==> src/design/rv64dec_pkg.sv <==
// Types and constants of the RV64 instruction decoder.
// Used by the decode logic, the top level and the checker; depends on nothing.
package rv64dec_pkg;

   typedef enum logic [6:0] {
      OP_NONE      = 7'd0,
      OP_ADD       = 7'd1,
      OP_SUB       = 7'd2,
      OP_SLL       = 7'd3,
      OP_SLT       = 7'd4,
      OP_SLTU      = 7'd5,
      OP_XOR       = 7'd6,
      OP_SRL       = 7'd7,
      OP_SRA       = 7'd8,
      OP_OR        = 7'd9,
      OP_AND       = 7'd10,
      OP_MUL       = 7'd11,
      OP_MULH      = 7'd12,
      OP_MULHSU    = 7'd13,
      OP_MULHU     = 7'd14,
      OP_DIV       = 7'd15,
      OP_DIVU      = 7'd16,
      OP_REM       = 7'd17,
      OP_REMU      = 7'd18,
      OP_ADDI      = 7'd19,
      OP_SLTI      = 7'd20,
      OP_SLTIU     = 7'd21,
      OP_XORI      = 7'd22,
      OP_ORI       = 7'd23,
      OP_ANDI      = 7'd24,
      OP_SLLI      = 7'd25,
      OP_SRLI      = 7'd26,
      OP_SRAI      = 7'd27,
      OP_LUI       = 7'd28,
      OP_AUIPC     = 7'd29,
      OP_JAL       = 7'd30,
      OP_JALR      = 7'd31,
      OP_RET       = 7'd32,
      OP_BEQ       = 7'd33,
      OP_BNE       = 7'd34,
      OP_BLT       = 7'd35,
      OP_BGE       = 7'd36,
      OP_BLTU      = 7'd37,
      OP_BGEU      = 7'd38,
      OP_LB        = 7'd39,
      OP_LH        = 7'd40,
      OP_LW        = 7'd41,
      OP_LD        = 7'd42,
      OP_LBU       = 7'd43,
      OP_LHU       = 7'd44,
      OP_LWU       = 7'd45,
      OP_SB        = 7'd46,
      OP_SH        = 7'd47,
      OP_SW        = 7'd48,
      OP_SD        = 7'd49,
      OP_ECALL     = 7'd50,
      OP_EBREAK    = 7'd51,
      OP_ADDIW     = 7'd52,
      OP_SLLIW     = 7'd53,
      OP_SRLIW     = 7'd54,
      OP_SRAIW     = 7'd55,
      OP_ADDW      = 7'd56,
      OP_SUBW      = 7'd57,
      OP_SLLW      = 7'd58,
      OP_SRLW      = 7'd59,
      OP_SRAW      = 7'd60,
      OP_FLW       = 7'd61,
      OP_FLD       = 7'd62,
      OP_FSW       = 7'd63,
      OP_FSD       = 7'd64,
      OP_FADD_S    = 7'd65,
      OP_FSUB_S    = 7'd66,
      OP_FMUL_S    = 7'd67,
      OP_FDIV_S    = 7'd68,
      OP_FSQRT_S   = 7'd69,
      OP_FMIN_S    = 7'd70,
      OP_FMAX_S    = 7'd71,
      OP_FADD_D    = 7'd72,
      OP_FSUB_D    = 7'd73,
      OP_FMUL_D    = 7'd74,
      OP_FDIV_D    = 7'd75,
      OP_FSQRT_D   = 7'd76,
      OP_FMIN_D    = 7'd77,
      OP_FMAX_D    = 7'd78,
      OP_FEQ_S     = 7'd79,
      OP_FLT_S     = 7'd80,
      OP_FLE_S     = 7'd81,
      OP_FEQ_D     = 7'd82,
      OP_FLT_D     = 7'd83,
      OP_FLE_D     = 7'd84,
      OP_FMV_W_X   = 7'd85,
      OP_FMV_X_W   = 7'd86,
      OP_FMV_D_X   = 7'd87,
      OP_FMV_X_D   = 7'd88,
      OP_FCVT_S_W  = 7'd89,
      OP_FCVT_S_WU = 7'd90,
      OP_FCVT_S_L  = 7'd91,
      OP_FCVT_S_LU = 7'd92,
      OP_FCVT_W_S  = 7'd93,
      OP_FCVT_WU_S = 7'd94,
      OP_FCVT_L_S  = 7'd95,
      OP_FCVT_LU_S = 7'd96,
      OP_FCVT_S_D  = 7'd97,
      OP_FCVT_D_S  = 7'd98,
      OP_FSGNJ_S   = 7'd99,
      OP_FSGNJN_S  = 7'd100,
      OP_FSGNJX_S  = 7'd101,
      OP_FSGNJ_D   = 7'd102,
      OP_FSGNJN_D  = 7'd103,
      OP_FSGNJX_D  = 7'd104
   } op_type;

   // Operation tables indexed by a three-bit selector field.
   typedef op_type op_table_type [8];

   localparam op_table_type ALU_OPS = '{OP_ADD, OP_SLL, OP_SLT, OP_SLTU,
                                        OP_XOR, OP_SRL, OP_OR, OP_AND};
   localparam op_table_type MULDIV_OPS = '{OP_MUL, OP_MULH, OP_MULHSU, OP_MULHU,
                                           OP_DIV, OP_DIVU, OP_REM, OP_REMU};
   localparam op_table_type OPIMM_OPS = '{OP_ADDI, OP_NONE, OP_SLTI, OP_SLTIU,
                                          OP_XORI, OP_NONE, OP_ORI, OP_ANDI};
   localparam op_table_type BRANCH_OPS = '{OP_BEQ, OP_BNE, OP_NONE, OP_NONE,
                                           OP_BLT, OP_BGE, OP_BLTU, OP_BGEU};
   localparam op_table_type LOAD_OPS = '{OP_LB, OP_LH, OP_LW, OP_LD,
                                         OP_LBU, OP_LHU, OP_LWU, OP_NONE};
   localparam op_table_type STORE_OPS = '{OP_SB, OP_SH, OP_SW, OP_SD,
                                          OP_NONE, OP_NONE, OP_NONE, OP_NONE};
   localparam op_table_type FMINMAX_S_OPS = '{OP_FMIN_S, OP_FMAX_S, OP_NONE, OP_NONE,
                                              OP_NONE, OP_NONE, OP_NONE, OP_NONE};
   localparam op_table_type FMINMAX_D_OPS = '{OP_FMIN_D, OP_FMAX_D, OP_NONE, OP_NONE,
                                              OP_NONE, OP_NONE, OP_NONE, OP_NONE};
   localparam op_table_type FCMP_S_OPS = '{OP_FLE_S, OP_FLT_S, OP_FEQ_S, OP_NONE,
                                           OP_NONE, OP_NONE, OP_NONE, OP_NONE};
   localparam op_table_type FCMP_D_OPS = '{OP_FLE_D, OP_FLT_D, OP_FEQ_D, OP_NONE,
                                           OP_NONE, OP_NONE, OP_NONE, OP_NONE};
   localparam op_table_type FSGNJ_S_OPS = '{OP_FSGNJ_S, OP_FSGNJN_S, OP_FSGNJX_S,
                                            OP_NONE, OP_NONE, OP_NONE, OP_NONE, OP_NONE};
   localparam op_table_type FSGNJ_D_OPS = '{OP_FSGNJ_D, OP_FSGNJN_D, OP_FSGNJX_D,
                                            OP_NONE, OP_NONE, OP_NONE, OP_NONE, OP_NONE};
   localparam op_table_type FCVT_I2F_OPS = '{OP_FCVT_S_W, OP_FCVT_S_WU, OP_FCVT_S_L,
                                             OP_FCVT_S_LU, OP_NONE, OP_NONE, OP_NONE,
                                             OP_NONE};
   localparam op_table_type FCVT_F2I_OPS = '{OP_FCVT_W_S, OP_FCVT_WU_S, OP_FCVT_L_S,
                                             OP_FCVT_LU_S, OP_NONE, OP_NONE, OP_NONE,
                                             OP_NONE};

   // Exact encodings of the two accepted system instructions.
   localparam logic [31:0] ECALL_WORD  = 32'h0000_0073;
   localparam logic [31:0] EBREAK_WORD = 32'h0010_0073;

   typedef struct packed {
      op_type      op_id;
      logic [4:0]  dest_reg;
      logic [4:0]  src1_reg;
      logic [4:0]  src2_reg;
      logic        dest_is_float;
      logic        src1_is_float;
      logic        src2_is_float;
      logic [31:0] immediate;
      logic [63:0] target_addr;
      logic [2:0]  round_mode;
      logic        recognised;
   } dec_result_type;

endpackage

==> src/design/rv64dec_decode.sv <==
// Combinational decode of one RV64IMFD instruction word and its pc.
// Depends on rv64dec_pkg for the operation codes, tables and result struct.
module rv64dec_decode
   import rv64dec_pkg::*;
(
   input  logic [31:0]    instr_word,
   input  logic [63:0]    inst_addr,
   output dec_result_type result
);

   localparam logic [6:0] OPC_LOAD      = 7'h03;
   localparam logic [6:0] OPC_LOAD_FP   = 7'h07;
   localparam logic [6:0] OPC_OP_IMM    = 7'h13;
   localparam logic [6:0] OPC_AUIPC     = 7'h17;
   localparam logic [6:0] OPC_OP_IMM_32 = 7'h1b;
   localparam logic [6:0] OPC_STORE     = 7'h23;
   localparam logic [6:0] OPC_STORE_FP  = 7'h27;
   localparam logic [6:0] OPC_OP        = 7'h33;
   localparam logic [6:0] OPC_LUI       = 7'h37;
   localparam logic [6:0] OPC_OP_32     = 7'h3b;
   localparam logic [6:0] OPC_OP_FP     = 7'h53;
   localparam logic [6:0] OPC_BRANCH    = 7'h63;
   localparam logic [6:0] OPC_JALR      = 7'h67;
   localparam logic [6:0] OPC_JAL       = 7'h6f;
   localparam logic [6:0] OPC_SYSTEM    = 7'h73;

   localparam logic [6:0] F7_BASE   = 7'h00;
   localparam logic [6:0] F7_MULDIV = 7'h01;
   localparam logic [6:0] F7_ALT    = 7'h20;
   localparam logic [5:0] F6_SRL    = 6'h00;
   localparam logic [5:0] F6_SRA    = 6'h10;

   localparam logic [2:0] F3_ADD  = 3'd0;
   localparam logic [2:0] F3_SLL  = 3'd1;
   localparam logic [2:0] F3_WORD = 3'd2;
   localparam logic [2:0] F3_DBL  = 3'd3;
   localparam logic [2:0] F3_SR   = 3'd5;

   localparam logic [6:0] FP_FADD_S  = 7'h00;
   localparam logic [6:0] FP_FADD_D  = 7'h01;
   localparam logic [6:0] FP_FSUB_S  = 7'h04;
   localparam logic [6:0] FP_FSUB_D  = 7'h05;
   localparam logic [6:0] FP_FMUL_S  = 7'h08;
   localparam logic [6:0] FP_FMUL_D  = 7'h09;
   localparam logic [6:0] FP_FDIV_S  = 7'h0c;
   localparam logic [6:0] FP_FDIV_D  = 7'h0d;
   localparam logic [6:0] FP_FSGNJ_S = 7'h10;
   localparam logic [6:0] FP_FSGNJ_D = 7'h11;
   localparam logic [6:0] FP_FMIN_S  = 7'h14;
   localparam logic [6:0] FP_FMIN_D  = 7'h15;
   localparam logic [6:0] FP_CVT_SD  = 7'h20;
   localparam logic [6:0] FP_CVT_DS  = 7'h21;
   localparam logic [6:0] FP_FSQRT_S = 7'h2c;
   localparam logic [6:0] FP_FSQRT_D = 7'h2d;
   localparam logic [6:0] FP_FCMP_S  = 7'h50;
   localparam logic [6:0] FP_FCMP_D  = 7'h51;
   localparam logic [6:0] FP_CVT_F2I = 7'h60;
   localparam logic [6:0] FP_CVT_I2F = 7'h68;
   localparam logic [6:0] FP_MV_X_W  = 7'h70;
   localparam logic [6:0] FP_MV_X_D  = 7'h71;
   localparam logic [6:0] FP_MV_W_X  = 7'h78;
   localparam logic [6:0] FP_MV_D_X  = 7'h79;

   localparam logic [4:0] RS2_CVT_FROM_D = 5'd1;
   localparam logic [4:0] REG_RA         = 5'd1;

   // Register use pattern of a floating-point operation.
   typedef enum logic [3:0] {
      FK_BIN_RM,
      FK_BIN,
      FK_CMP,
      FK_UNARY,
      FK_I2F_MV,
      FK_F2I_MV,
      FK_I2F_CVT,
      FK_F2I_CVT
   } fp_kind_type;

   logic [6:0]  opc;
   logic [4:0]  rd;
   logic [4:0]  rs1;
   logic [4:0]  rs2;
   logic [2:0]  f3;
   logic [6:0]  f7;
   logic [5:0]  f6;
   logic [31:0] imm_i;
   logic [31:0] imm_s;
   logic [31:0] imm_b;
   logic [31:0] imm_u;
   logic [31:0] imm_j;
   logic [31:0] shamt6;
   logic [31:0] shamt5;
   logic        rs2_zero;
   logic        rs2_small;

   op_type      op;
   fp_kind_type kind;
   logic [4:0]  o_rd;
   logic [4:0]  o_r1;
   logic [4:0]  o_r2;
   logic        fd;
   logic        fs1;
   logic        fs2;
   logic [2:0]  rm;
   logic [31:0] imm;
   logic        rel;
   logic        hit;

   assign opc = instr_word[6:0];
   assign rd  = instr_word[11:7];
   assign f3  = instr_word[14:12];
   assign rs1 = instr_word[19:15];
   assign rs2 = instr_word[24:20];
   assign f7  = instr_word[31:25];
   assign f6  = instr_word[31:26];

   assign imm_i  = {{20{instr_word[31]}}, instr_word[31:20]};
   assign imm_s  = {{20{instr_word[31]}}, instr_word[31:25], instr_word[11:7]};
   assign imm_b  = {{19{instr_word[31]}}, instr_word[31], instr_word[7],
                    instr_word[30:25], instr_word[11:8], 1'b0};
   assign imm_u  = {instr_word[31:12], 12'b0};
   assign imm_j  = {{11{instr_word[31]}}, instr_word[31], instr_word[19:12],
                    instr_word[20], instr_word[30:21], 1'b0};
   assign shamt6 = {26'b0, instr_word[25:20]};
   assign shamt5 = {27'b0, rs2};

   assign rs2_zero  = (rs2 == 5'd0);
   assign rs2_small = (rs2[4:2] == 3'b000);

   // Floating-point sub-decode: operation and register use pattern by funct7.
   always_comb begin
      op_type fop;
      fp_kind_type fkind;
      fop   = OP_NONE;
      fkind = FK_BIN;
      unique case (f7)
         FP_FADD_S:  begin fop = OP_FADD_S; fkind = FK_BIN_RM; end
         FP_FSUB_S:  begin fop = OP_FSUB_S; fkind = FK_BIN_RM; end
         FP_FMUL_S:  begin fop = OP_FMUL_S; fkind = FK_BIN_RM; end
         FP_FDIV_S:  begin fop = OP_FDIV_S; fkind = FK_BIN_RM; end
         FP_FADD_D:  begin fop = OP_FADD_D; fkind = FK_BIN_RM; end
         FP_FSUB_D:  begin fop = OP_FSUB_D; fkind = FK_BIN_RM; end
         FP_FMUL_D:  begin fop = OP_FMUL_D; fkind = FK_BIN_RM; end
         FP_FDIV_D:  begin fop = OP_FDIV_D; fkind = FK_BIN_RM; end
         FP_FSQRT_S: begin
            fop   = rs2_zero ? OP_FSQRT_S : OP_NONE;
            fkind = FK_UNARY;
         end
         FP_FSQRT_D: begin
            fop   = rs2_zero ? OP_FSQRT_D : OP_NONE;
            fkind = FK_UNARY;
         end
         FP_FMIN_S:  begin fop = FMINMAX_S_OPS[f3]; fkind = FK_BIN; end
         FP_FMIN_D:  begin fop = FMINMAX_D_OPS[f3]; fkind = FK_BIN; end
         FP_FCMP_S:  begin fop = FCMP_S_OPS[f3]; fkind = FK_CMP; end
         FP_FCMP_D:  begin fop = FCMP_D_OPS[f3]; fkind = FK_CMP; end
         FP_MV_W_X:  begin
            fop   = (rs2_zero && f3 == F3_ADD) ? OP_FMV_W_X : OP_NONE;
            fkind = FK_I2F_MV;
         end
         FP_MV_D_X:  begin
            fop   = (rs2_zero && f3 == F3_ADD) ? OP_FMV_D_X : OP_NONE;
            fkind = FK_I2F_MV;
         end
         FP_MV_X_W:  begin
            fop   = (rs2_zero && f3 == F3_ADD) ? OP_FMV_X_W : OP_NONE;
            fkind = FK_F2I_MV;
         end
         FP_MV_X_D:  begin
            fop   = (rs2_zero && f3 == F3_ADD) ? OP_FMV_X_D : OP_NONE;
            fkind = FK_F2I_MV;
         end
         FP_CVT_I2F: begin
            fop   = rs2_small ? FCVT_I2F_OPS[rs2[2:0]] : OP_NONE;
            fkind = FK_I2F_CVT;
         end
         FP_CVT_F2I: begin
            fop   = rs2_small ? FCVT_F2I_OPS[rs2[2:0]] : OP_NONE;
            fkind = FK_F2I_CVT;
         end
         FP_CVT_SD:  begin
            fop   = (rs2 == RS2_CVT_FROM_D) ? OP_FCVT_S_D : OP_NONE;
            fkind = FK_UNARY;
         end
         FP_CVT_DS:  begin
            fop   = rs2_zero ? OP_FCVT_D_S : OP_NONE;
            fkind = FK_UNARY;
         end
         FP_FSGNJ_S: begin fop = FSGNJ_S_OPS[f3]; fkind = FK_BIN; end
         FP_FSGNJ_D: begin fop = FSGNJ_D_OPS[f3]; fkind = FK_BIN; end
         default:    begin fop = OP_NONE; fkind = FK_BIN; end
      endcase
      kind = fkind;
      if (opc == OPC_OP_FP) begin
         hit = 1'b1;
      end else begin
         hit = 1'b0;
      end
      op = hit ? fop : OP_NONE;
   end

   always_comb begin
      op_type dop;
      dop  = OP_NONE;
      o_rd = 5'd0;
      o_r1 = 5'd0;
      o_r2 = 5'd0;
      fd   = 1'b0;
      fs1  = 1'b0;
      fs2  = 1'b0;
      rm   = 3'd0;
      imm  = 32'd0;
      rel  = 1'b0;
      unique case (opc)
         OPC_OP: begin
            if (f7 == F7_MULDIV) begin
               dop = MULDIV_OPS[f3];
            end else if (f7 == F7_BASE) begin
               dop = ALU_OPS[f3];
            end else if (f7 == F7_ALT && f3 == F3_ADD) begin
               dop = OP_SUB;
            end else if (f7 == F7_ALT && f3 == F3_SR) begin
               dop = OP_SRA;
            end
            o_rd = rd;
            o_r1 = rs1;
            o_r2 = rs2;
         end
         OPC_OP_IMM: begin
            imm = imm_i;
            dop = OPIMM_OPS[f3];
            if (f3 == F3_SLL) begin
               imm = shamt6;
               dop = (f6 == F6_SRL) ? OP_SLLI : OP_NONE;
            end else if (f3 == F3_SR) begin
               imm = shamt6;
               if (f6 == F6_SRL) begin
                  dop = OP_SRLI;
               end else if (f6 == F6_SRA) begin
                  dop = OP_SRAI;
               end else begin
                  dop = OP_NONE;
               end
            end
            o_rd = rd;
            o_r1 = rs1;
         end
         OPC_LUI: begin
            dop  = OP_LUI;
            o_rd = rd;
            imm  = imm_u;
         end
         OPC_AUIPC: begin
            dop  = OP_AUIPC;
            o_rd = rd;
            imm  = imm_u;
            rel  = 1'b1;
         end
         OPC_JAL: begin
            dop  = OP_JAL;
            o_rd = rd;
            imm  = imm_j;
            rel  = 1'b1;
         end
         OPC_JALR: begin
            // The canonical return is jalr x0, 0(ra).
            if (f3 == F3_ADD) begin
               dop = (rd == 5'd0 && rs1 == REG_RA && imm_i == 32'd0) ? OP_RET : OP_JALR;
            end
            o_rd = rd;
            o_r1 = rs1;
            imm  = imm_i;
         end
         OPC_BRANCH: begin
            dop  = BRANCH_OPS[f3];
            o_r1 = rs1;
            o_r2 = rs2;
            imm  = imm_b;
            rel  = 1'b1;
         end
         OPC_LOAD: begin
            dop  = LOAD_OPS[f3];
            o_rd = rd;
            o_r1 = rs1;
            imm  = imm_i;
         end
         OPC_STORE: begin
            dop  = STORE_OPS[f3];
            o_r1 = rs1;
            o_r2 = rs2;
            imm  = imm_s;
         end
         OPC_SYSTEM: begin
            if (instr_word == ECALL_WORD) begin
               dop = OP_ECALL;
            end else if (instr_word == EBREAK_WORD) begin
               dop = OP_EBREAK;
            end
         end
         OPC_OP_IMM_32: begin
            imm = imm_i;
            if (f3 == F3_ADD) begin
               dop = OP_ADDIW;
            end else if (f3 == F3_SLL) begin
               imm = shamt5;
               dop = (f7 == F7_BASE) ? OP_SLLIW : OP_NONE;
            end else if (f3 == F3_SR) begin
               imm = shamt5;
               if (f7 == F7_BASE) begin
                  dop = OP_SRLIW;
               end else if (f7 == F7_ALT) begin
                  dop = OP_SRAIW;
               end
            end
            o_rd = rd;
            o_r1 = rs1;
         end
         OPC_OP_32: begin
            if (f3 == F3_ADD && f7 == F7_BASE) begin
               dop = OP_ADDW;
            end else if (f3 == F3_ADD && f7 == F7_ALT) begin
               dop = OP_SUBW;
            end else if (f3 == F3_SLL && f7 == F7_BASE) begin
               dop = OP_SLLW;
            end else if (f3 == F3_SR && f7 == F7_BASE) begin
               dop = OP_SRLW;
            end else if (f3 == F3_SR && f7 == F7_ALT) begin
               dop = OP_SRAW;
            end
            o_rd = rd;
            o_r1 = rs1;
            o_r2 = rs2;
         end
         OPC_LOAD_FP: begin
            if (f3 == F3_WORD) begin
               dop = OP_FLW;
            end else if (f3 == F3_DBL) begin
               dop = OP_FLD;
            end
            o_rd = rd;
            fd   = 1'b1;
            o_r1 = rs1;
            imm  = imm_i;
         end
         OPC_STORE_FP: begin
            if (f3 == F3_WORD) begin
               dop = OP_FSW;
            end else if (f3 == F3_DBL) begin
               dop = OP_FSD;
            end
            o_r1 = rs1;
            o_r2 = rs2;
            fs2  = 1'b1;
            imm  = imm_s;
         end
         OPC_OP_FP: begin
            dop  = op;
            o_rd = rd;
            o_r1 = rs1;
            unique case (kind)
               FK_BIN_RM: begin
                  o_r2 = rs2; fs1 = 1'b1; fs2 = 1'b1; fd = 1'b1; rm = f3;
               end
               FK_BIN: begin
                  o_r2 = rs2; fs1 = 1'b1; fs2 = 1'b1; fd = 1'b1;
               end
               FK_CMP: begin
                  o_r2 = rs2; fs1 = 1'b1; fs2 = 1'b1;
               end
               FK_UNARY: begin
                  fd = 1'b1; fs1 = 1'b1; rm = f3;
               end
               FK_I2F_MV: begin
                  fd = 1'b1;
               end
               FK_I2F_CVT: begin
                  fd = 1'b1; rm = f3;
               end
               FK_F2I_MV: begin
                  fs1 = 1'b1;
               end
               FK_F2I_CVT: begin
                  fs1 = 1'b1; rm = f3;
               end
               default: begin
                  fs1 = 1'b0;
               end
            endcase
         end
         default: begin
            dop = OP_NONE;
         end
      endcase

      // An unrecognised word reports nothing but zeros.
      if (dop == OP_NONE) begin
         result = '0;
      end else begin
         result.op_id         = dop;
         result.dest_reg      = o_rd;
         result.src1_reg      = o_r1;
         result.src2_reg      = o_r2;
         result.dest_is_float = fd;
         result.src1_is_float = fs1;
         result.src2_is_float = fs2;
         result.immediate     = imm;
         result.target_addr   = rel ? (inst_addr + {{32{imm[31]}}, imm}) : 64'd0;
         result.round_mode    = rm;
         result.recognised    = 1'b1;
      end
   end

endmodule

==> src/design/rv64_instruction_decoder.sv <==
// Top level of the RV64 instruction decoder: request register, decode, result register.
// Depends on rv64dec_pkg and rv64dec_decode.
//
// Decodes one RV64IMFD instruction word per clock while results are being taken.
// A request is captured in an input register, then decoded and its pc-relative target
// added (one 64-bit adder), and the result is held in an output register, so a new
// request is taken every cycle while results are being taken. When the result side
// stalls, the two registers fill and req_ready drops; it rises in the same cycle that
// rsp_ready frees a slot.
// Unrecognized encodings give op_id 0 and all other fields 0.
module rv64_instruction_decoder
   import rv64dec_pkg::*;
(
   input  logic               clock,
   input  logic               reset,
   input  logic               req_valid,
   output logic               req_ready,
   input  logic [31:0]        req_instr_word,
   input  logic [63:0]        req_inst_addr,
   output logic               rsp_valid,
   input  logic               rsp_ready,
   output logic [6:0]         rsp_op_id,
   output logic [4:0]         rsp_dest_reg,
   output logic [4:0]         rsp_src1_reg,
   output logic [4:0]         rsp_src2_reg,
   output logic               rsp_dest_is_float,
   output logic               rsp_src1_is_float,
   output logic               rsp_src2_is_float,
   output logic signed [31:0] rsp_immediate,
   output logic [63:0]        rsp_target_addr,
   output logic [2:0]         rsp_round_mode,
   output logic               rsp_recognised
);

   logic           in_valid_ff;
   logic           in_valid_in;
   logic [31:0]    in_word_ff;
   logic [63:0]    in_addr_ff;
   logic           out_valid_ff;
   logic           out_valid_in;
   dec_result_type out_res_ff;
   dec_result_type dec_res;
   logic           out_free;
   logic           in_free;

   assign out_free  = !out_valid_ff || rsp_ready;
   assign in_free   = !in_valid_ff || out_free;
   assign req_ready = in_free;

   assign in_valid_in  = in_free ? req_valid : in_valid_ff;
   assign out_valid_in = out_free ? in_valid_ff : out_valid_ff;

   rv64dec_decode u_decode (
      .instr_word (in_word_ff),
      .inst_addr  (in_addr_ff),
      .result     (dec_res)
   );

   always_ff @(posedge clock) begin
      if (reset) begin
         in_valid_ff  <= 1'b0;
         out_valid_ff <= 1'b0;
      end else begin
         in_valid_ff  <= in_valid_in;
         out_valid_ff <= out_valid_in;
      end
   end

   always_ff @(posedge clock) begin
      if (req_valid && in_free) begin
         in_word_ff <= req_instr_word;
         in_addr_ff <= req_inst_addr;
      end
      if (in_valid_ff && out_free) begin
         out_res_ff <= dec_res;
      end
   end

   assign rsp_valid         = out_valid_ff;
   assign rsp_op_id         = out_res_ff.op_id;
   assign rsp_dest_reg      = out_res_ff.dest_reg;
   assign rsp_src1_reg      = out_res_ff.src1_reg;
   assign rsp_src2_reg      = out_res_ff.src2_reg;
   assign rsp_dest_is_float = out_res_ff.dest_is_float;
   assign rsp_src1_is_float = out_res_ff.src1_is_float;
   assign rsp_src2_is_float = out_res_ff.src2_is_float;
   assign rsp_immediate     = $signed(out_res_ff.immediate);
   assign rsp_target_addr   = out_res_ff.target_addr;
   assign rsp_round_mode    = out_res_ff.round_mode;
   assign rsp_recognised    = out_res_ff.recognised;

endmodule

==> config.mk <==
export PLATFORM = sky130hd
export DESIGN_NAME = rv64_instruction_decoder
export DESIGN_NICKNAME = d
export VERILOG_FILES = /design/src/design/rv64dec_pkg.sv /design/src/design/rv64dec_decode.sv /design/src/design/rv64_instruction_decoder.sv
export SDC_FILE = /design/constraint.sdc
export NUM_CORES = 1
export LEC_CHECK = 0
export ABC_AREA = 1
export ABC_CLOCK_PERIOD_IN_PS = 10850
export BUFFER_PORTS_ARGS = -buffer_cell sky130_fd_sc_hd__buf_2
export CAP_MARGIN = 20
export CORE_AREA = 2 2 185 187
export CTS_CLUSTER_SIZE = 24
export DETAILED_ROUTE_END_ITERATION = 10
export DIE_AREA = 0 0 187 189
export GPL_ROUTABILITY_DRIVEN = 0
export SLEW_MARGIN = 25
export SYNTH_ARGS = -nofsm -noshare
export SYNTH_HDL_FRONTEND = slang
export SYNTH_SLANG_ARGS = --single-unit
==> constraint.sdc <==
create_clock -name clock -period 10.85 [get_ports clock]
set_input_delay 1.6275 -clock clock [delete_from_list [all_inputs] [get_ports clock]]
set_output_delay 1.6275 -clock clock [all_outputs]
set_load 0.005 [all_outputs]
==> metrics, run 1 <==
run status finished clean; routed wire length per instance 18.9 um; Setup Fix Bufs, Post-CTS 0; max-cap violations 0; Leak 8.19 nW; CP max FO 33; Fin. Hold Viols 0; Ys Warns 0; worst skew pair latency between 0.5 and 0.6 ns; CTS max path bufs 3; Critical Path Sink Type register; Max transition margin 34.7%; hpwl dp roughly 40000 um; Clock Tree Root clkbuf_16; Synth Area in XOR/XNOR 2.91%; worst hold path class reg -> reg; mapped cell area roughly 15000 um^2; reg2reg start in_word_ff[13]; WHS Path Cells 2; RSZ-0062 raised after global routing no; worst reg2reg endpoint rsp_target_addr[47]; pin count of the biggest net entering global routing 72; Setup TNS 0 ns; crit-path cells inv_1 -> ha_1 -> inv_1 -> nor2_1 -> nor4_2 -> nor2_1 -> nand2_1 -> buf_4 -> ha_1 -> nand2_1 -> nand2_1 -> a31oi_1 -> o21ai_0 -> a21oi_1 -> o211ai_1 -> xor2_1 -> inv_1 -> nor2_1; vias post-DR around 14000; pre-CTS WS between 5 and 6 ns; Hold Path End in_valid_ff; P&R area growth vs syn 16.3%; initial antenna violation count 1; layout cells sized above 1 about 15%; Rows 67; 1st-iter DRT viols 1369; syn_nets 2055; clock slew at reported path FFs 0.06 ns; vias in the first global route between 10000 and 15000; Synth Register Bits 223; WP buf/inv 4; EDFF count, synth 221; Die H between 150 and 200 um; Post-DRT Antenna Nets 0; aggregate global routing overflow 0; ys async rst share 0%; min Tclk post-route 4.99 ns; io pins between 200 and 250; R2R cell count 18; Crit Path Category reg -> reg; Final Max Tran Viols 0; Synth Flop Type edfxtp_1; CTS resizes 0; Detailed Routing Iterations Pass 1 6; fin nets approximately 2300; Cells after Synth roughly 1900; reg2reg setup slack around 5.9 ns; DR vias/cell about 5.4; CP top delay family simple AND/OR/NAND/NOR gates; cts hold-fix bufs 0; crit share post-route a little under half; worst setup slack after layout ~5.9 ns; DRC violation count after routing 0; slew of the pin with the lowest slew margin 0.979 ns; Port Buffers between 200 and 250; Die Width around 190 um; Crit path required time approximately 11 ns; Seq/Total Area, Yosys a little under half; Synth Area in Simple Gates 27.1%; Clock H-tree levels 1; clock skew around 0.017 ns; Inserted Clock Buffers 25; n_diodes 0; peak supply drop between 100 and 150 uV; delay of the slowest critical-path stage 0.70 ns; Mapped Avg Cell Area ~7.9 um^2; PD cells between 100 and 150 nW/um^2; Post-Synth Adder-Cell Area under 10%; first-pass GRT wire length roughly 74000 um; Synth Area in Compound Gates 9.59%; Hold Crit Start in_valid_ff; startpoint types register; GRT Total Usage 27.2%; Core ar. 33300 um^2; Unique masters post-synth 44; Setup Viol. Count Final 0; Crit-path slowest cell nor4_2; CTS Sinks approximately 220; Data arrival, critical path approximately 5.3 ns; post-synthesis mux area share 0%; CTS tree done; max frequency between 0.2 and 0.25 GHz; die area roughly 35000 um^2; final WL a little under 50000 um; initial core utilization 44.4%; largest family of logic cells by synthesized area simple AND/OR/NAND/NOR gates
==> Yosys cell counts, types with 8 or more instances <==
master,instances,area [um^2]
nand4_1,19,119
a21oi_1,118,591
o21bai_1,10,75.1
ha_1,78,976
o21ai_0,76,380
nor2_2,16,100
nor2_1,364,1370
xnor2_1,17,149
inv_2,9,33.8
a21o_1,8,60.1
nand3_1,119,596
inv_1,282,1060
xor2_1,32,280
nor3_1,35,175
buf_2,10,50.1
nand2_1,377,1420
a31oi_1,13,81.3
edfxtp_1,221,6640
==> layer usage <==
| metal | vias up | global-route usage, % | part of all wire, % |
|---|---|---|---|
| li1 | 6656 | - | - |
| met1 | 6389 | 38.5 | 44 |
| met2 | 784 | 41.5 | 43 |
| met3 | 93 | 5.75 | 11 |
| met4 | 0 | 9.31 | 3.2 |
| met5 | - | 0 | 0 |
==> worst max path at each step <==
stage | depth (start not counted) | to | start | slack (ns)
global route | 20 | rsp_target_addr[60] | in_word_ff[13] | 5.39
CTS | 19 | rsp_target_addr[54] | in_word_ff[13] | 5.98
finish | 18 | rsp_target_addr[47] | in_word_ff[13] | 5.86
detailed placement | 19 | rsp_target_addr[54] | in_word_ff[13] | 5.99
global placement | 19 | rsp_target_addr[54] | in_word_ff[1] | 6.00
floorplan | 2 | rsp_dest_is_float | rsp_ready | 2.52
==> report_power, final <==
group | total [mW] | internal [mW] | switching [mW] | leakage (nW)
Clock | 0.841 | 0.495 | 0.346 | 0.384
Sequential | 1.01 | 0.986 | 0.0246 | 2.27
Combinational | 0.293 | 0.0886 | 0.205 | 5.54
Total | 2.14 | 1.57 | 0.575 | 8.19
==> per-stage QoR <==
step                power [mW]  std cells  cell area [um^2]  utilization [%]  hold slack, ns
floorplan                 1.21       1876             14800                -           0.445
global placement          1.31       2535             16400             49.2           0.509
detailed placement        1.31       2535             16400             49.2           0.518
CTS                       2.16       2580             17200             51.6           0.525
global route              2.22       2580             17200             51.6           0.555
finish                    2.14       2580             17200             51.6           0.523
==> logic make-up after synthesis <==
kind of cell             Yosys count
AND/OR/NAND/NOR                  957
buffers and inverters            313
AO/OA/AOI/OAI                    255
flip-flops                       223
adder cells (fa/ha/maj)           79
XOR/XNOR                          49
==> layout by cell type (no fill, tap or decap), drive strengths merged, types with 6 or more instances in the layout <==
master,netlist,layout
nor2,385,385
nand2,382,382
inv,291,292
buf,19,232
edfxtp,221,221
nand3,119,119
a21oi,118,118
ha,78,78
o21ai,78,78
nor3,35,35
xor2,32,32
clkbuf,2,30
nand4,19,19
xnor2,17,17
a31oi,13,13
o21bai,10,10
a21o,8,8
nor4,8,8
clkinv,1,8
o22ai,6,6
==> worst reg2reg max path, delay by kind of cell, from the launching register on <==
| family | cells | cell delay [ns] |
|---|---|---|
| fa+ha+maj | 2 | 0.68 |
| buf+inv | 4 | 0.86 |
| compound gates | 4 | 1.10 |
| xor+xnor | 1 | 0.18 |
| simple gates | 7 | 1.41 |
| flops | 1 | 0.49 |
==> layout make-up <==
class                      count  area (um^2)
clock buffer                  30          644
timing repair buffer         232         1180
inverter                     292         1100
sequential                   223         6680
clock inverter                15          161
fill                        3211        16100
tap                          448          561
multi-input combinational   1340         6850
Note: power is estimated with default switching activity, not from simulation.
==> run 2: changes to the inputs <==
Settings changed: ABC_AREA 1 to 0, ABC_CLOCK_PERIOD_IN_PS 10850 to 4600, CORE_AREA 2 2 185 187 to 2 2 178 180, DIE_AREA 0 0 187 189 to 0 0 180 182, PLACE_DENSITY from default to 0.65.
Clock period 10.85 ns to 4.6 ns, I/O delays scaled along.
==> run 2 against run 1 <==
- cell count is 17% lower
- clock power is 130% higher
- non-clock buffer count is 190 higher
- synthesized area is 7.6% lower
- die area is 7.3% lower
- critical endpoint is now rsp_target_addr[52]
==> metrics, run 2 <==
run status finished clean; cts hold-fix bufs 0; Die H 182 um; Leak between 7 and 8 nW; mapped cell area 13600 um^2; final WL between 40000 and 50000 um; ys async rst share 0%; io pins ~230; Final Max Tran Viols 0; peak supply drop 266 uV; DR vias/cell a little under 6; Int Power ~3.8 mW; sequential cell area 6680 um^2; DRC violation count after routing 0; Crit-path slowest cell edfxtp_1; Die Width between 150 and 200 um; crit share post-route about 98%; Setup TNS 0 ns; max-cap violations 0; share of the synthesized area in the top cell type about 50%; CP max FO 4; Comb pwr share between 10 and 15%; Fin. Hold Viols 0; Setup Viol. Count Final 0; vias post-DR approximately 12000; routed wire length per instance approximately 20 um; Post-DRT Antenna Nets 0; Data arrival, critical path 4.82 ns; Crit Path Category reg -> reg; Clock Tree Root clkbuf_16; slew of the pin with the lowest slew margin between 0.9 and 1 ns; Most Frequent Cell on Critical Path buf_4; reg2reg setup slack roughly 0.074 ns; first-pass GRT wire length 64900 um; top cells by area, synth edfxtp_1, ha_1, a21oi_1, nor2_1, a21o_1; CTS max path bufs 3; most frequent cells in the layout buf_2, edfxtp_1, buf_4; syn_nets ~1500; fin nets 1895; Clock H-tree levels 1; initial antenna violation count 4; start point of the critical path in_word_ff[4]; worst skew pair latency between 0.5 and 0.6 ns; top cells by count, synth edfxtp_1, nor2_1, a21oi_1; Max transition margin between 30% and 40%; Hold Crit Start req_instr_word[16]; 1st-iter DRT viols ~1600; delay of the slowest critical-path stage roughly 0.42 ns; Ys Warns 0; Cells after Synth 1327; Core ar. between 30000 and 40000 um^2; crit-path cells nand3b_1 -> buf_4 -> or3_1 -> a21oi_2 -> or2_2 -> a22o_1 -> ha_1 -> o211ai_1 -> a21o_1 -> a211oi_2 -> or3_1 -> o22ai_2 -> a211oi_4 -> o41a_1 -> buf_4 -> buf_4 -> xnor2_1 -> nor2_1; WHS Path Cells 1; largest area contributor in the netlist edfxtp_1; Mapped Avg Cell Area ~10 um^2; top-count cell post-synth edfxtp_1; startpoint types register; EDFF count, synth ~220; fill count roughly 2700; Unique masters post-synth 82; reg2reg start in_word_ff[4]; P&R area growth vs syn 29.6%; pin count of the biggest net entering global routing ~130; Seq/Total Area, Yosys approximately 49%; hpwl dp roughly 32000 um; proportion of power drawn by flip-flops and latches between 40 and 50%; Inserted Clock Buffers 26; CTS tree done; Critical Path Sink Type register; Finished Cell Area around 18000 um^2; sw frac between 20 and 30%; Synth Register Bits 223; most common cell after layout, fill and taps aside buf_2; Crit path required time 4.89 ns; Psw about 1.3 mW; vias in the first global route around 12000; Detailed Routing Iterations Pass 1 6; worst hold path class in -> reg; GRT Total Usage 24.8%; clock skew ~0.0063 ns; Synth Flop Type edfxtp_1; max frequency between 0.2 and 0.25 GHz; aggregate global routing overflow 0; layout cells sized above 1 between 30% and 40%; multi-input logic area a little under 7000 um^2; Clock Power Share between 30% and 40%; Port Buffers 226; die area between 30000 and 40000 um^2; clock slew at reported path FFs 0.06 ns; CTS Sinks roughly 220; initial core utilization 44.0%; Tot Pwr 5.11 mW; Rows 65; worst reg2reg endpoint rsp_target_addr[52]; area of placed instances around 16000 um^2; PD cells between 200 and 300 nW/um^2; min Tclk post-route between 4 and 5 ns; R2R cell count 18; Hold Path End in_word_ff[16]
## run 2: worst max path at each step
stage	endpoint	slack (ns)	depth (start not counted)
after global placement	rsp_target_addr[62]	-0.03	14
after detailed placement	rsp_target_addr[62]	-0.10	14
final	rsp_target_addr[52]	0.07	18
after floorplan	rsp_target_addr[63]	-0.15	21
after global routing	rsp_target_addr[63]	-0.08	19
after CTS	rsp_target_addr[63]	-0.02	19
## run 2: layer usage
| layer | vias to the layer above | global-route usage, % | routed length (um) |
|---|---|---|---|
| met5 | - | 0 | 21 |
| met4 | 4 | 9.40 | 1840 |
| met3 | 133 | 5.27 | 3950 |
| met2 | 657 | 39.1 | 19000 |
| met1 | 5860 | 33.6 | 17900 |
| li1 | 5792 | - | - |
## run 2: repair_timing
action                                  CTS  global route
pin swaps                                 3            25
resized for setup                        10            59
buffers inserted                          2            15
cloned                                    0             0
endpoints found under the setup margin   11            25
## run 2: layout make-up
cell class / instances / share of cell area (%)
Sequential cell: 223 / 37.7
Clock inverter: 17 / 0.835
Multi-Input combinational cell: 1000 / 38.9
Antenna cell: 1 / 0.0141
Inverter: 43 / 0.934
Timing Repair Buffer: 422 / 15.0
Clock buffer: 28 / 3.72
Tap cell: 402 / 2.84
## run 2: cell families (layout without fill, tap and decap cells)
family                   after synthesis  in the layout  synth area share (%)
flip-flops                           223            223                  48.9
XOR/XNOR                              48             48                  3.08
adder cells (fa/ha/maj)               79             79                  7.30
AO/OA/AOI/OAI                        373            373                  18.3
buffers and inverters                104            510                  2.97
multiplexers                           9              9                 0.706
other                                  0              1                     0
AND/OR/NAND/NOR                      491            491                  18.7
## run 2: power groups by stage
| stage | Combinational, mW | Sequential, mW | Clock, mW |
|---|---|---|---|
| floorplan | 0.361 | 2.45 | 0 |
| global placement | 0.680 | 2.47 | 0 |
| detailed placement | 0.686 | 2.47 | 0 |
| CTS | 0.693 | 2.43 | 2.00 |
| global route | 0.788 | 2.44 | 2.08 |
| finish | 0.724 | 2.43 | 1.96 |
## run 2: critical path: cells and delay by family (launching register included)
kind | cells | cell delay (ns)
compound gates | 8 | 1.65
simple gates | 5 | 1.24
buf+inv | 3 | 0.49
flops | 1 | 0.42
fa+ha+maj | 1 | 0.29
xor+xnor | 1 | 0.19
## run 2: per-stage QoR
step / worst slack [ns] / hold slack (ns) / cells / util [%]
after CTS: -0.0226 / 0.292 / 2120 / 56.0
after detailed placement: -0.102 / 0.534 / 2073 / 53.2
after floorplan: -0.149 / 0.477 / 1327 / -
after global routing: -0.0850 / 0.298 / 2136 / 57.1
final: 0.0741 / 0.319 / 2136 / 57.1
after global placement: -0.0343 / 0.506 / 2073 / 53.2
==> run 3: changes to the inputs <==
Settings changed: ABC_AREA 0 to 1, CORE_AREA 2 2 178 180 to 2 2 185 187, DIE_AREA 0 0 180 182 to 0 0 187 189, PLACE_DENSITY 0.65 to default.
==> run 3 against run 2 <==
- clock-buffer cell count is 1 higher
- die area is 7.9% higher
- clock skew increased by 0.028 ns
- core utilization shrank 3.5 points
- global-route usage grew 2.0 points
- non-clock buffer count fell by 121
- total power grew 1.6%
- sequential power decreased by 2%
- design area is 0.81% higher
- register-to-register slack improved by 0.17 ns
- critical path depth rose by 7
- combinational power is 3.5% higher
- critical path type unchanged
- largest cell class unchanged
==> metrics, run 3 (same netlist as run 1, synthesis figures left out) <==
run status finished clean; Inserted Clock Buffers 24; DR vias/cell between 5 and 6; Crit-path slowest cell nor2_1; clock skew 0.0347 ns; max frequency ~0.23 GHz; RSZ-0062 raised after global routing yes; Clock H-tree levels 1; worst setup slack after layout between 0.2 and 0.25 ns; worst hold path class in -> reg; Setup Viol. Count Final 0; pin count of the biggest net entering global routing roughly 130; P&R area growth vs syn 20.7%; aggregate global routing overflow 0; min Tclk post-route between 4 and 5 ns; DRC violation count after routing 0; fin nets 2361; CTS max path bufs 3; Core ar. about 33000 um^2; vias post-DR 14007; area of placed instances around 17000 um^2; GRT Total Usage 26.8%; initial antenna violation count 1; 1st-iter DRT viols around 1500; CTS tree done; Post-DRT Antenna Nets 0; PD cells between 200 and 300 nW/um^2; die area 35300 um^2; io pins between 200 and 250; startpoint types register; crit share post-route a little over nine tenths; delay of the slowest critical-path stage between 0.4 and 0.5 ns; hpwl dp ~38000 um; Setup TNS 0 ns; Detailed Routing Iterations Pass 1 6; layout cells sized above 1 17.8%; Leak approximately 8.6 nW; slew of the pin with the lowest slew margin between 0.8 and 0.9 ns; CTS Sinks around 220; Data arrival, critical path ~4.6 ns; CTS resizes 0; Die Width around 190 um; pre-CTS WS 0.229 ns; first-pass GRT wire length between 70000 and 80000 um; utilization after layout between 50% and 60%; Crit path required time just under 5 ns; routed wire length per instance between 15 and 20 um; final WL 48200 um; Die H approximately 190 um; Max transition margin 46.1%; Fin. Hold Viols 0; vias in the first global route 13199; Port Buffers roughly 230; n_diodes 0; most common cell after layout, fill and taps aside nand2_1; most frequent cells in the layout nand2_1, nor2_1, inv_1; CP max FO 11; Critical Path Sink Type register; Finished Cell Area between 15000 and 20000 um^2; initial core utilization roughly 44%; clock slew at reported path FFs 0.07 ns; Setup Fix Bufs, Post-CTS 0; max-cap violations 0; Most Frequent Cell on Critical Path nand2_1; worst hold slack approximately 0.30 ns; peak supply drop 288 uV; cts hold-fix bufs 0; worst skew pair latency around 0.56 ns; Clock Tree Root clkbuf_16; Crit Path Category reg -> reg; Rows 67; Final Max Tran Viols 0
run 3: critical path, delay by kind of cell, from the launching register on:
family                     cells  cell delay (ns)
DFF                            1             0.43
AOI/OAI and AO/OA              7             1.07
buffers and inverters          6             0.86
adders and majority gates      1             0.29
and+or+nand+nor               11             1.43
run 3: metrics by stage:
| stage | total power [mW] | instances |
|---|---|---|
| 2_1_floorplan | 2.84 | 1876 |
| 3_3_place_gp | 3.14 | 2603 |
| 3_5_place_dp | 3.14 | 2603 |
| 4_1_cts | 5.21 | 2647 |
| 5_1_grt | 5.39 | 2648 |
| 6_report | 5.19 | 2648 |
run 3: layout make-up:
| class | count | area [um^2] |
|---|---|---|
| Inverter | 292 | 1100 |
| Sequential cell | 223 | 6680 |
| Clock inverter | 15 | 223 |
| Multi-Input combinational cell | 1340 | 6900 |
| Fill cell | 3253 | 15400 |
| Tap cell | 448 | 561 |
| Clock buffer | 29 | 619 |
| Timing Repair Buffer | 301 | 1750 |
run 3: metal layers:
metal | vias to the layer above | GRT usage [%] | wire, um
met5 | - | 0 | 9
met4 | 2 | 7.72 | 1440
met3 | 95 | 5.12 | 4890
met2 | 780 | 40.3 | 20200
met1 | 6334 | 39.3 | 21700
li1 | 6796 | - | -
run 3: power by group:
part	total, mW	internal [mW]	switching, mW	leakage (nW)
Combinational	0.749	0.246	0.502	5.91
Clock	2.07	1.25	0.821	0.407
Sequential	2.38	2.32	0.0514	2.27
Total	5.19	3.82	1.37	8.58
run 3: path summary, 6_finish.rpt:
check	cells after the start	slack, ns	endpoint	start
hold / removal	1	0.30	in_addr_ff[19]	req_inst_addr[19]
hold reg to reg	2	0.52	rsp_valid	rsp_valid
setup reg to reg	25	0.25	rsp_target_addr[48]	in_word_ff[3]
setup / recovery	25	0.25	rsp_target_addr[48]	in_word_ff[3]
